`src/hw/rtl/vlcbp_pkg.sv`:
```
// Types and constants for the variable-length code bit packer.
// No dependencies; used by the top level and its checker.
`timescale 1ns / 1ps

package vlcbp_pkg;

	localparam int MAX_CODE_BITS = 32;
	localparam int CODE_W        = 32;
	// effective length limit: the smaller of the code limit and the field width
	localparam int CODE_LIM = (MAX_CODE_BITS < CODE_W) ? MAX_CODE_BITS : CODE_W;
	localparam int BYTE_W   = 8;

	localparam logic OP_APPEND = 1'b0;
	localparam logic OP_FLUSH  = 1'b1;

	typedef struct packed {
		logic        op;
		logic [31:0] code_bits;
		logic [5:0]  code_len;
	} vlcbp_in_t;

	typedef struct packed {
		logic [7:0] out_byte;
		logic       last;
	} vlcbp_out_t;

	typedef enum logic [2:0] {
		ST_IDLE  = 3'b001,
		ST_RUN   = 3'b010,
		ST_FLUSH = 3'b100
	} vlcbp_state_t;

endpackage

```
`src/hw/rtl/variable_length_code_bit_packer_top.sv`:
```
// Top level of the LSB-first variable-length code bit packer.
// Depends on vlcbp_pkg.
`timescale 1ns / 1ps
//
//  channel | direction | handshake            | payload
//  --------+-----------+----------------------+------------------------------
//  in      | input     | in_valid / in_ready  | in_data  (op, code_bits, len)
//  out     | output    | out_valid / out_ready| out_data (out_byte, last)
//
// An append is loaded, then takes one step per 8-bit digit of the code
// (ceil(len/8), one step for a zero length, at most four); the byte-wide
// digit shifter sets this. A flush is loaded, then emits any pending bits as a last byte.
// Each digit step waits while the output register holds an untaken byte.
// in_ready is high only between items. Reset clears pending bits and control.

module variable_length_code_bit_packer_top (
	input  logic                   clk,
	input  logic                   arst_n,
	input  logic                   in_valid,
	output logic                   in_ready,
	input  vlcbp_pkg::vlcbp_in_t   in_data,
	output logic                   out_valid,
	input  logic                   out_ready,
	output vlcbp_pkg::vlcbp_out_t  out_data
);
	import vlcbp_pkg::*;

	vlcbp_state_t state_q;
	logic [31:0]  code_q;
	logic [5:0]   rem_q;
	logic [6:0]   pend_q;
	logic [2:0]   pcnt_q;
	logic         out_valid_q;
	vlcbp_out_t   out_q;

	logic         in_acc;
	logic         slot_free;
	logic         step_go;
	logic         flush_go;
	logic         set_valid;
	logic [5:0]   eff_len;
	logic [3:0]   take;
	logic [7:0]   dmask;
	logic [7:0]   digit;
	logic [14:0]  acc;
	logic [3:0]   total;
	logic         emit;
	logic [2:0]   pcnt_next;
	logic [6:0]   pend_next;
	logic [5:0]   rem_next;
	logic         last_byte;

	assign in_ready  = (state_q == ST_IDLE);
	assign in_acc    = in_valid && in_ready;
	assign slot_free = !out_valid_q || out_ready;
	assign step_go   = (state_q == ST_RUN) && slot_free;
	assign flush_go  = (state_q == ST_FLUSH) && slot_free;
	assign set_valid = (step_go && emit) || (flush_go && (pcnt_q != 3'd0));

	assign eff_len = (in_data.code_len > 6'(CODE_LIM)) ? 6'(CODE_LIM) : in_data.code_len;

	// one byte digit of the code per step, merged behind the pending bits
	always_comb begin
		take      = (rem_q >= 6'(BYTE_W)) ? 4'(BYTE_W) : rem_q[3:0];
		dmask     = 8'((9'd1 << take) - 9'd1);
		digit     = code_q[7:0] & dmask;
		acc       = {8'd0, pend_q} | (15'(digit) << pcnt_q);
		total     = {1'b0, pcnt_q} + take;
		emit      = total[3];
		pcnt_next = total[2:0];
		pend_next = emit ? acc[14:8] : acc[6:0];
		rem_next  = rem_q - 6'(take);
		last_byte = (rem_next + 6'(pcnt_next)) < 6'(BYTE_W);
	end

	always_ff @(posedge clk or negedge arst_n) begin
		if (!arst_n) begin
			state_q     <= ST_IDLE;
			rem_q       <= '0;
			pend_q      <= '0;
			pcnt_q      <= '0;
			out_valid_q <= 1'b0;
		end else begin
			if (set_valid) begin
				out_valid_q <= 1'b1;
			end else if (out_valid_q && out_ready) begin
				out_valid_q <= 1'b0;
			end
			unique case (state_q)
				ST_IDLE: begin
					if (in_acc) begin
						rem_q   <= eff_len;
						state_q <= (in_data.op == OP_FLUSH) ? ST_FLUSH : ST_RUN;
					end
				end
				ST_RUN: begin
					if (step_go) begin
						rem_q  <= rem_next;
						pend_q <= pend_next;
						pcnt_q <= pcnt_next;
						if (rem_next == 6'd0) begin
							state_q <= ST_IDLE;
						end
					end
				end
				ST_FLUSH: begin
					if (flush_go) begin
						pend_q  <= '0;
						pcnt_q  <= '0;
						state_q <= ST_IDLE;
					end
				end
				default: begin
					state_q <= ST_IDLE;
				end
			endcase
		end
	end

	// payload registers
	always_ff @(posedge clk) begin
		if (in_acc) begin
			code_q <= in_data.code_bits;
		end else if (step_go) begin
			code_q <= code_q >> BYTE_W;
		end
		if (step_go && emit) begin
			out_q.out_byte <= acc[7:0];
			out_q.last     <= last_byte;
		end else if (flush_go) begin
			out_q.out_byte <= {1'b0, pend_q};
			out_q.last     <= 1'b1;
		end
	end

	assign out_valid = out_valid_q;
	assign out_data  = out_q;

endmodule

```
`config.mk`:
```
export PLATFORM = sky130hd
export DESIGN_NAME = variable_length_code_bit_packer_top
export DESIGN_NICKNAME = d
export VERILOG_FILES = /design/src/hw/rtl/vlcbp_pkg.sv /design/src/hw/rtl/variable_length_code_bit_packer_top.sv
export SDC_FILE = /design/constraint.sdc
export NUM_CORES = 1
export LEC_CHECK = 0
export ABC_AREA = 1
export BUFFER_PORTS_ARGS = -buffer_cell sky130_fd_sc_hd__buf_2
export CAP_MARGIN = 10
export CORE_ASPECT_RATIO = 0.7
export CORE_MARGIN = 2
export CORE_UTILIZATION = 50
export CTS_CLUSTER_SIZE = 20
export DETAILED_ROUTE_END_ITERATION = 10
export PLACE_DENSITY = 0.81
export SYNTH_ARGS = -nofsm -noshare
export SYNTH_HDL_FRONTEND = slang
export SYNTH_SLANG_ARGS = --single-unit
```
`constraint.sdc`:
```
create_clock -name clk -period 5.4 [get_ports clk]
set_clock_uncertainty 0.1 [all_clocks]
set_input_delay 0.27 -clock clk [delete_from_list [all_inputs] [get_ports clk]]
set_output_delay 0.27 -clock clk [all_outputs]
set_load 0.1 [all_outputs]
```
==> results of run 1 <==
-- routing by layer --
layer	routed length, microns	part of all wire
met5	0	0
met4	170	0.022
met2	3420	0.44
met3	628	0.081
met1	3490	0.45
-- final cells by class --
class | count | share of cell area
Sequential cell | 61 | 0.433
Multi-Input combinational cell | 289 | 0.364
Timing Repair Buffer | 57 | 0.0744
Inverter | 48 | 0.0463
Clock buffer | 9 | 0.0309
Tap cell | 94 | 0.0294
Clock inverter | 7 | 0.0225
-- critical path: stages, from the launching register on --
cell,delay (ns)
sky130_fd_sc_hd__dfrtp_1,0.45
sky130_fd_sc_hd__nor2_4,0.19
sky130_fd_sc_hd__nand2_4,0.10
sky130_fd_sc_hd__nor2_1,0.17
sky130_fd_sc_hd__ha_1,0.21
sky130_fd_sc_hd__inv_1,0.06
sky130_fd_sc_hd__fa_1,0.37
sky130_fd_sc_hd__xor2_1,0.20
sky130_fd_sc_hd__inv_1,0.07
sky130_fd_sc_hd__ha_1,0.29
sky130_fd_sc_hd__a21oi_1,0.15
sky130_fd_sc_hd__o31ai_1,0.09
sky130_fd_sc_hd__o41ai_1,0.28
-- stage by stage --
stage | std cells | setup slack, ns | util | area (sq um)
6_report | 565 | 2.49 | 0.598 | 4000
5_1_grt | 565 | 2.22 | 0.598 | 4000
4_1_cts | 565 | 2.51 | 0.598 | 4000
3_5_place_dp | 548 | 2.52 | 0.564 | 3780
3_3_place_gp | 548 | 2.63 | 0.564 | 3780
2_1_floorplan | 408 | 1.10 | - | 3420
-- registers in the layout (all words and copies together), names as in the netlist --
| register | cells |
|---|---|
| code_q | 32 |
| out_data | 9 |
| pend_q | 7 |
| rem_q | 6 |
| pcnt_q | 3 |
| state_q | 3 |
| out_valid | 1 |
-- cell families (layout without fill, tap and decap cells) --
| kind of cell | after synthesis | in the layout | synth area share |
|---|---|---|---|
| AND/OR/NAND/NOR | 224 | 224 | 0.284 |
| flip-flops | 61 | 61 | 0.506 |
| buffers and inverters | 58 | 121 | 0.0684 |
| AO/OA/AOI/OAI | 52 | 52 | 0.0925 |
| adder cells (fa/ha/maj) | 8 | 8 | 0.0314 |
| XOR/XNOR | 3 | 3 | 0.0132 |
| other | 1 | 1 | 0.00110 |
| multiplexers | 1 | 1 | 0.00293 |
-- synthesized netlist by cell type (2+ instances only) --
library cell and number:
sky130_fd_sc_hd__nand2_1 144, sky130_fd_sc_hd__inv_1 43, sky130_fd_sc_hd__edfxtp_1 41, sky130_fd_sc_hd__nand3_1 35, sky130_fd_sc_hd__nor2_1 25, sky130_fd_sc_hd__dfrtp_1 19
sky130_fd_sc_hd__o21ai_0 17, sky130_fd_sc_hd__a21oi_1 9, sky130_fd_sc_hd__nand4_1 8, sky130_fd_sc_hd__ha_1 7, sky130_fd_sc_hd__buf_2 6, sky130_fd_sc_hd__a31oi_1 4
sky130_fd_sc_hd__o21ai_1 4, sky130_fd_sc_hd__o22ai_1 4, sky130_fd_sc_hd__clkbuf_1 3, sky130_fd_sc_hd__inv_2 3, sky130_fd_sc_hd__o211ai_1 3, sky130_fd_sc_hd__o21ai_2 3
sky130_fd_sc_hd__a22oi_1 2, sky130_fd_sc_hd__nand2_2 2, sky130_fd_sc_hd__nand2_4 2, sky130_fd_sc_hd__nor2_4 2, sky130_fd_sc_hd__nor3_1 2, sky130_fd_sc_hd__xor2_1 2
-- timing repair --
item / CTS / global route
endpoints found under the setup margin: 0 / 0
hold buffers: 1 / 0
endpoints found under the hold margin: 19 / 0
-- where the power goes --
part / internal, mW / switching [mW]
logic: 0.297 / 0.767
clock network: 0.257 / 0.186
registers: 0.739 / 0.103
total: 1.29 / 1.06
-- worst min path at each step --
stage	startpoint	to	slack, ns	cells past startpoint
2_1_floorplan	arst_n	out_valid	-0.13	0
3_3_place_gp	arst_n	pcnt_q[0]	0.17	1
3_5_place_dp	arst_n	pend_q[4]	0.16	1
4_1_cts	in_data[38]	state_q[1]	0.02	2
5_1_grt	in_data[38]	state_q[1]	0.04	2
6_report	in_data[38]	state_q[1]	0.02	2
==> impl_results.rst, run 1 <==
.. list-table::
   :header-rows: 1

   * - Metric
     - Value
   * - Cells on worst reg2reg path
     - 12
   * - Maximum number of pins on one net before global-route repair
     - 44
   * - Number of nets in the finished design
     - between 500 and 600
   * - Vias in the first global route
     - about 2.9k
   * - Largest cells by area after synthesis
     - sky130_fd_sc_hd__edfxtp_1 (36%), sky130_fd_sc_hd__nand2_1 (16%), sky130_fd_sc_hd__dfrtp_1 (14%)
   * - Post-route antenna net violation count
     - 0
   * - Vias
     - about 3.0k
   * - Initial standard-cell utilization of the core
     - 0.511
   * - Met2 usage
     - 0.362
   * - Most frequent standard cell in the layout excluding fill and tap cells
     - sky130_fd_sc_hd__nand2_1
   * - Endpoints failing hold
     - 0
   * - Violation count after the first detailed-routing iteration
     - ~260
   * - Total die area
     - 0.00753 sq mm
   * - Initial antenna violation count
     - 0
   * - Storage element area
     - 0.00173 sq mm
   * - Worst EP required
     - 5.45 ns
   * - Global-route congestion overflow total
     - 0
   * - Total power density per cell area
     - ~590 mW/mm^2
   * - Clock Sinks
     - 61
   * - Die X
     - about 100 microns
   * - Layout cell share with drive strength beyond 1
     - 0.189
   * - Instance count of the mapped netlist
     - slightly above 400
   * - HPWL after DPL
     - 5.50 mm
   * - RSZ-0062 raised after global routing
     - no
   * - Count of cell types in the netlist
     - 42
   * - Rel. slew slack
     - 0.551
   * - Input/output buffers
     - 53
   * - Clock latency on the worst-skew pair
     - ~0.35 ns
   * - R2R setup slack
     - approximately 2.5 ns
   * - Post-synth ARST share
     - 0.328
   * - Reg2Reg Launch Point
     - rem_q[4]
   * - Count of max-cap constraint violations
     - 0
   * - Period utilization
     - 0.539
   * - Floorplan core area
     - roughly 0.0067 sq mm
   * - Post-synthesis cell type with the largest combined area
     - sky130_fd_sc_hd__edfxtp_1
   * - Number of failing setup endpoints in the final timing report
     - 0
   * - CTS clock-pin slew for the worst setup and hold paths
     - around 0.070 ns
   * - I/O pins
     - 54
   * - End of the critical path
     - out_data[0]
   * - Fin. max-slew vios
     - 0
   * - Final-layout worst hold slack
     - roughly 0.023 ns
   * - Endpoint of the most critical register-to-register path
     - out_data[0]
   * - Outcome
     - finished clean
   * - Total routing usage reported by global routing
     - 0.231
   * - Fmax
     - around 340 MHz
   * - Clock tree from TritonCTS
     - done
   * - Cell area after technology mapping
     - about 0.0034 sq mm
   * - Warning count from the yosys run
     - 0
   * - Per-cell via count in the routed design
     - roughly 5.3
   * - First element of the critical path
     - rem_q[4]
   * - Drt pass-1 iters
     - 5
   * - Main flop type after synthesis
     - sky130_fd_sc_hd__edfxtp_1
   * - Filler cell count in the final layout
     - 630
   * - Transition at the pin with the smallest max-transition slack
     - 0.669 ns
   * - Total clock buffers created by CTS
     - 9
   * - Leakage
     - about 1.9 nW
   * - Most used cells in the layout excluding fill and tap cells
     - sky130_fd_sc_hd__nand2_1 (144), sky130_fd_sc_hd__buf_2 (53), sky130_fd_sc_hd__inv_1 (43)
   * - Routability congestion estimate
     - 0.917
   * - Routing usage on met1
     - 0.311
   * - Count of flip-flops with a built-in enable after synthesis
     - just over 40
   * - Most crowded layer after global routing
     - met2
   * - Post-detailed-route DRC marker count
     - 0
   * - Resized cells post-CTS
     - 0
   * - Critical path launch point type
     - register
   * - Layout Area Growth over Synthesis
     - 17.0%
   * - Average instance area after synthesis
     - around 8.4 sq um
   * - Multi-input combinational cell area
     - 0.00146 sq mm
   * - Total negative setup slack
     - 0 ns
   * - Worst voltage drop across the vdd grid
     - about 330 uV
   * - Total Wirelength
     - between 7 and 8 mm
   * - Average detailed-routed wire length per instance
     - 13.7 microns
   * - Proportion of synthesized chip area in sequential cells
     - 0.506
   * - CP Class
     - register to register
   * - Min-Delay Path Class
     - input pin to register
   * - Crit path max fanout
     - 6
   * - Global-route met3 utilization
     - 0.0546
   * - Die height
     - 73.2 microns
   * - Share of the synthesized area in the top cell type
     - 0.360
   * - Number of antenna cells inserted
     - 0
   * - Time the worst path needs with I/O delays and setup
     - just under 3 ns
   * - Buffer levels on the longest clock path
     - 2
   * - First-pass GRT wire length
     - about 13 mm
   * - Register bit count reported by yosys
     - 61
   * - CTS H-Tree Depth
     - 3
   * - Critical path data arrival time
     - between 2 and 3 ns
   * - CTS root buf
     - sky130_fd_sc_hd__clkbuf_8
   * - Number of buffers added for setup after CTS
     - 0
   * - Capturing element type of the critical path
     - register
   * - Design Power
     - between 2 and 2.5 mW
   * - Post-Synthesis Net Count
     - 459
   * - Floorplan row count
     - 25
No activity file was read; power rests on OpenSTA's default activity.
==> inputs of run 2 (changes only) <==
Clock period 5.4 ns to 2.85 ns, I/O delays scaled along.
==> impl_results.rst, run 2 (synthesis gave the netlist of run 1 again) <==
.. list-table::
   :header-rows: 1

   * - Metric
     - Value
   * - Violation count after the first detailed-routing iteration
     - roughly 270
   * - CTS H-Tree Depth
     - 3
   * - Die X
     - 103 microns
   * - Final-layout worst hold slack
     - 0.0178 ns
   * - Layout Area Growth over Synthesis
     - 29.8%
   * - Initial antenna violation count
     - 0
   * - Clock latency on the worst-skew pair
     - 0.34 ns
   * - Average detailed-routed wire length per instance
     - 14.2 microns
   * - Crit path max fanout
     - 10
   * - Post-route antenna net violation count
     - 0
   * - Min-Delay Path Class
     - input pin to register
   * - Capturing element type of the critical path
     - register
   * - CP Class
     - register to register
   * - Vias in the first global route
     - approximately 3.1k
   * - Floorplan row count
     - 25
   * - Filler cell count in the final layout
     - roughly 540
   * - Total routing usage reported by global routing
     - 0.251
   * - Worst Setup Slack post-DPL
     - 0.0851 ns
   * - CTS clock-pin slew for the worst setup and hold paths
     - approximately 0.07 ns
   * - Drt pass-1 iters
     - 8
   * - Input/output buffers
     - between 50 and 60
   * - Reg2Reg Launch Point
     - rem_q[4]
   * - Total Wirelength
     - 8.60 mm
   * - Transition at the pin with the smallest max-transition slack
     - roughly 0.74 ns
   * - Time the worst path needs with I/O delays and setup
     - between 2 and 3 ns
   * - Worst voltage drop across the vdd grid
     - just over 700 uV
   * - Leakage
     - around 2.1 nW
   * - Fin. max-slew vios
     - 0
   * - Vias
     - between 3k and 4k
   * - Die height
     - roughly 73 microns
   * - Initial standard-cell utilization of the core
     - 0.511
   * - Total power density per cell area
     - around 1000 mW/mm^2
   * - Most used cells in the layout excluding fill and tap cells
     - sky130_fd_sc_hd__nand2_1 (144), sky130_fd_sc_hd__buf_2 (53), sky130_fd_sc_hd__inv_1 (43)
   * - Total die area
     - 0.00753 sq mm
   * - Design Power
     - between 4 and 5 mW
   * - First element of the critical path
     - rem_q[4]
   * - Critical path data arrival time
     - 2.61 ns
   * - Routability congestion estimate
     - between 0.9 and 1
   * - Most frequent standard cell in the layout excluding fill and tap cells
     - sky130_fd_sc_hd__nand2_1
   * - Buffer levels on the longest clock path
     - 2
   * - Global-route congestion overflow total
     - 0
   * - Number of flip-flops under the largest register name
     - 32
   * - HPWL after DPL
     - 5.80 mm
   * - Layout cell share with drive strength beyond 1
     - 0.205
   * - Number of failing setup endpoints in the final timing report
     - 0
   * - Endpoints failing hold
     - 0
   * - Count of max-cap constraint violations
     - 0
   * - Per-cell via count in the routed design
     - approximately 5.3
   * - Clock Sinks
     - just over 60
   * - Post-detailed-route DRC marker count
     - 0
   * - Endpoint of the most critical register-to-register path
     - out_data[1]
   * - Outcome
     - finished clean
   * - R2R setup slack
     - 0.19 ns
   * - First-pass GRT wire length
     - around 14 mm
   * - Clock tree from TritonCTS
     - done
   * - Critical path launch point type
     - register
   * - Floorplan core area
     - between 0.006 and 0.007 sq mm
   * - Fmax
     - 375 MHz
   * - Total clock buffers created by CTS
     - 9
   * - Rel. slew slack
     - 0.504
   * - Cells on worst reg2reg path
     - 11
   * - Number of antenna cells inserted
     - 0
   * - CTS root buf
     - sky130_fd_sc_hd__clkbuf_8
   * - Worst EP required
     - roughly 2.8 ns
   * - Setup slack after layout
     - 0.186 ns
   * - Number of nets in the finished design
     - between 500 and 600
   * - Maximum number of pins on one net before global-route repair
     - between 40 and 50
   * - Multi-input combinational cell area
     - 0.00149 sq mm
   * - Total negative setup slack
     - 0 ns
   * - Period utilization
     - 0.935
   * - End of the critical path
     - out_data[1]
   * - Register name with the most flops
     - code_q
   * - I/O pins
     - 54
   * - Storage element area
     - roughly 0.0017 sq mm
[run 2: report_power, final]
part	leakage, nW	internal [mW]	switching (mW)
sequential	0.647	1.40	0.191
combinational	1.34	0.681	1.52
clock	0.110	0.496	0.369
[run 2: final cells by class]
cell class,instances,share of cell area
well taps,94,0.0265
repair buffers,97,0.156
inverters,48,0.0417
clock buffers,9,0.0279
clock inverters,7,0.0223
flip-flops and latches,61,0.391
multi-input cells,289,0.335
[run 2: worst max-delay path, cell delays in order (launching register included)]
cell and delay, ns:
sky130_fd_sc_hd__dfrtp_2 0.45, sky130_fd_sc_hd__nor2_1 0.14, sky130_fd_sc_hd__nand3_1 0.20, sky130_fd_sc_hd__inv_2 0.13, sky130_fd_sc_hd__ha_1 0.27, sky130_fd_sc_hd__a21oi_1 0.14, sky130_fd_sc_hd__nand2_1 0.14, sky130_fd_sc_hd__xor2_4 0.23
sky130_fd_sc_hd__nor2_4 0.16, sky130_fd_sc_hd__inv_1 0.07, sky130_fd_sc_hd__o21ai_0 0.12, sky130_fd_sc_hd__buf_4 0.23
[run 2: how the worst min path moves through the flow]
stage	start	end	slack, ns	depth (start not counted)
final	in_data[5]	rem_q[4]	0.02	4
after CTS	in_data[5]	rem_q[4]	0.003	4
after floorplan	arst_n	out_valid	-0.25	0
after global routing	in_data[6]	code_q[0]	0.02	3
after global placement	arst_n	pend_q[4]	0.02	1
after detailed placement	arst_n	pend_q[4]	0.03	1
[run 2: repair_timing]
action,CTS,global route
setup endpoints to repair,0,1
hold buffers,34,0
gates resized for setup,0,6
hold endpoints to repair,53,0
buffers inserted,0,2
[run 2: through the flow]
| stage | cell area, sq um | instances | util |
|---|---|---|---|
| floorplan | 3430 | 408 | - |
| global placement | 3840 | 553 | 0.574 |
| detailed placement | 3840 | 553 | 0.574 |
| global route | 4440 | 605 | 0.664 |
| finish | 4440 | 605 | 0.664 |
| CTS | 4400 | 603 | 0.658 |
[run 2: per-layer routing]
layer	GRT usage	routed length (microns)
met5	0	0
met4	0.0950	238
met3	0.0527	573
met2	0.407	3980
met1	0.335	3810
==> inputs of run 3 (changes only) <==
Settings changed: CORE_UTILIZATION 50 to 57, PLACE_DENSITY 0.81 to 0.89.
==> impl_results.rst, run 3 (synthesis gave the netlist of run 1 again) <==
.. list-table::
   :header-rows: 1

   * - Metric
     - Value
   * - Vias
     - between 3k and 4k
   * - Number of flip-flops under the largest register name
     - 32
   * - Total Wirelength
     - ~10 mm
   * - First-pass GRT wire length
     - between 15 and 20 mm
   * - Min-Delay Path Class
     - input pin to register
   * - Endpoints failing hold
     - 0
   * - Input/output buffers
     - 53
   * - Capturing element type of the critical path
     - register
   * - RSZ-0062 raised after global routing
     - yes
   * - CTS H-Tree Depth
     - 3
   * - Worst voltage drop across the vdd grid
     - about 870 uV
   * - Cell class contributing the biggest share of worst-path delay
     - simple AND/OR/NAND/NOR gates
   * - Per-cell via count in the routed design
     - 5.81
   * - Layout Area Growth over Synthesis
     - 31.1%
   * - Initial standard-cell utilization of the core
     - 0.595
   * - Time the worst path needs with I/O delays and setup
     - approximately 2.9 ns
   * - Fin. max-slew vios
     - 0
   * - Floorplan row count
     - 23
   * - Routability congestion estimate
     - 0.917
   * - CTS root buf
     - sky130_fd_sc_hd__clkbuf_8
   * - Total clock buffers created by CTS
     - 9
   * - Largest stage delay on the critical path
     - around 0.45 ns
   * - Clock latency on the worst-skew pair
     - ~0.36 ns
   * - Floorplan core area
     - 0.00576 sq mm
   * - Critical path data arrival time
     - roughly 2.8 ns
   * - Register name with the most flops
     - code_q
   * - Drt pass-1 iters
     - 6
   * - Vias in the first global route
     - ~3.2k
   * - CTS clock-pin slew for the worst setup and hold paths
     - 0.07 ns
   * - Cell count after placement
     - 533
   * - Total negative setup slack
     - -0.212 ns
   * - Initial antenna violation count
     - 1
   * - Die X
     - 96.6 microns
   * - Leakage
     - between 2 and 2.5 nW
   * - Number of failing setup endpoints in the final timing report
     - 9
   * - Cells traversed along the worst timing path
     - nor2_1 -> nand3_1 -> inv_2 -> ha_1 -> a21oi_1 -> nand2_1 -> xor2_4 -> nor2_4 -> clkinvlp_4 -> o21ai_0 -> buf_4
   * - Clock Sinks
     - 61
   * - Number of nets in the finished design
     - between 500 and 600
   * - Period utilization
     - 1.01
   * - Buf+Inv Stages, Crit Path
     - 3
   * - Outcome
     - finished with violations
   * - Most used cells in the layout excluding fill and tap cells
     - sky130_fd_sc_hd__nand2_1 (144), sky130_fd_sc_hd__buf_2 (53), sky130_fd_sc_hd__inv_1 (41), sky130_fd_sc_hd__edfxtp_1 (41), sky130_fd_sc_hd__nand3_1 (35)
   * - Post-detailed-route DRC marker count
     - 0
   * - I/O pins
     - 54
   * - Crit path max fanout
     - 9
   * - Global-route congestion overflow total
     - 0
   * - Count of max-cap constraint violations
     - 0
   * - Total power density per cell area
     - approximately 1100 mW/mm^2
   * - Buffer levels on the longest clock path
     - 2
   * - Library cell contributing the largest single delay on the critical path
     - sky130_fd_sc_hd__dfrtp_1
   * - HPWL after DPL
     - roughly 5.8 mm
   * - Clock tree from TritonCTS
     - done
   * - Post-route antenna net violation count
     - 0
   * - Layout cell share with drive strength beyond 1
     - 0.219
   * - Fmax
     - 348 MHz
   * - Final cell count without fillers
     - between 500 and 600
   * - Setup slack after layout
     - -0.0261 ns
   * - Most frequent standard cell in the layout excluding fill and tap cells
     - sky130_fd_sc_hd__nand2_1
   * - Maximum number of pins on one net before global-route repair
     - 44
   * - Average detailed-routed wire length per instance
     - 17.6 microns
   * - Critical path launch point type
     - register
   * - Violation count after the first detailed-routing iteration
     - between 400 and 500
   * - CP Class
     - register to register
   * - Total routing usage reported by global routing
     - 0.300
   * - Violated checks
     - setup timing
   * - Worst EP required
     - about 2.8 ns
   * - Transition at the pin with the smallest max-transition slack
     - ~0.72 ns
   * - Die height
     - ~69 microns
   * - Total die area
     - between 0.006 and 0.007 sq mm
   * - Rel. slew slack
     - 0.514
## run 3: cell count changes in the layout (fill, tap and decap cells not counted), moves of 2 or more
| cell | before | now |
|---|---|---|
| sky130_fd_sc_hd__clkinvlp_4 | 1 | 5 |
| sky130_fd_sc_hd__inv_1 | 43 | 41 |
| sky130_fd_sc_hd__buf_4 | 9 | 14 |
| sky130_fd_sc_hd__clkinv_4 | 2 | 0 |
## run 3: worst reg2reg max path, cell delays in order, from the launching register on
cell and delay (ns):
sky130_fd_sc_hd__dfrtp_1 0.45, sky130_fd_sc_hd__nor2_1 0.19, sky130_fd_sc_hd__nand3_1 0.17, sky130_fd_sc_hd__inv_2 0.12
sky130_fd_sc_hd__ha_1 0.31, sky130_fd_sc_hd__a21oi_1 0.21, sky130_fd_sc_hd__nand2_1 0.17, sky130_fd_sc_hd__xor2_4 0.23
sky130_fd_sc_hd__nor2_4 0.17, sky130_fd_sc_hd__clkinvlp_4 0.13, sky130_fd_sc_hd__o21ai_0 0.11, sky130_fd_sc_hd__buf_4 0.23
## run 3: final timing paths
check                       startpoint     endpoint  slack [ns]  cells after the start
max                           rem_q[3]  out_data[0]       -0.03                     11
min                        in_data[32]   code_q[26]        0.02                      3
max reg2reg                   rem_q[3]  out_data[0]       -0.03                     11
min reg2reg                  pend_q[2]    pend_q[2]        0.41                      2
max in group asynchronous       arst_n     rem_q[4]        2.07                      2
min in group asynchronous       arst_n    pend_q[4]        0.18                      2
## run 3: routing by layer
| metal | part of all wire | global-route usage | vias to the layer above |
|---|---|---|---|
| li1 | - | - | 1566 |
| met1 | 0.38 | 0.356 | 1573 |
| met2 | 0.48 | 0.529 | 250 |
| met3 | 0.094 | 0.0877 | 48 |
| met5 | 0 | 0 | - |
| met4 | 0.040 | 0.120 | 0 |
## run 3: repair_timing
| item | CTS | global route |
|---|---|---|
| setup buffers | 1 | 7 |
| hold buffers | 34 | 0 |
| gates resized for setup | 1 | 10 |
| endpoints found under the setup margin | 1 | 10 |
| endpoints found under the hold margin | 53 | 0 |
| pin swaps | 1 | 5 |
## run 3: area by class of cell
class	instances	area (sq um)
Inverter	48	189
Multi-Input combinational cell	289	1510
Clock inverter	7	98.8
Tap cell	75	93.8
Antenna cell	1	2.50
Clock buffer	9	124
Fill cell	339	1270
Timing Repair Buffer	102	731
Sequential cell	61	1730
## run 3: through the flow
step           hold slack, ns  total power, mW  utilization  setup slack, ns  instance area, sq um
2_1_floorplan          -0.253             3.15            -            0.178                  3430
3_3_place_gp           0.0333             3.59        0.662            0.165                  3810
3_5_place_dp           0.0298             3.67        0.662          -0.0328                  3810
4_1_cts                0.0140             4.59        0.761           0.0168                  4380
5_1_grt                0.0372             5.15        0.779           -0.123                  4490
6_report               0.0192             4.90        0.779          -0.0261                  4490
## run 3: report_power, final
group          total, mW  switching (mW)  internal [mW]  leakage [nW]
Clock              0.895           0.401          0.495        0.0981
Sequential          1.62           0.217           1.40         0.648
Combinational       2.39            1.65          0.736          1.37
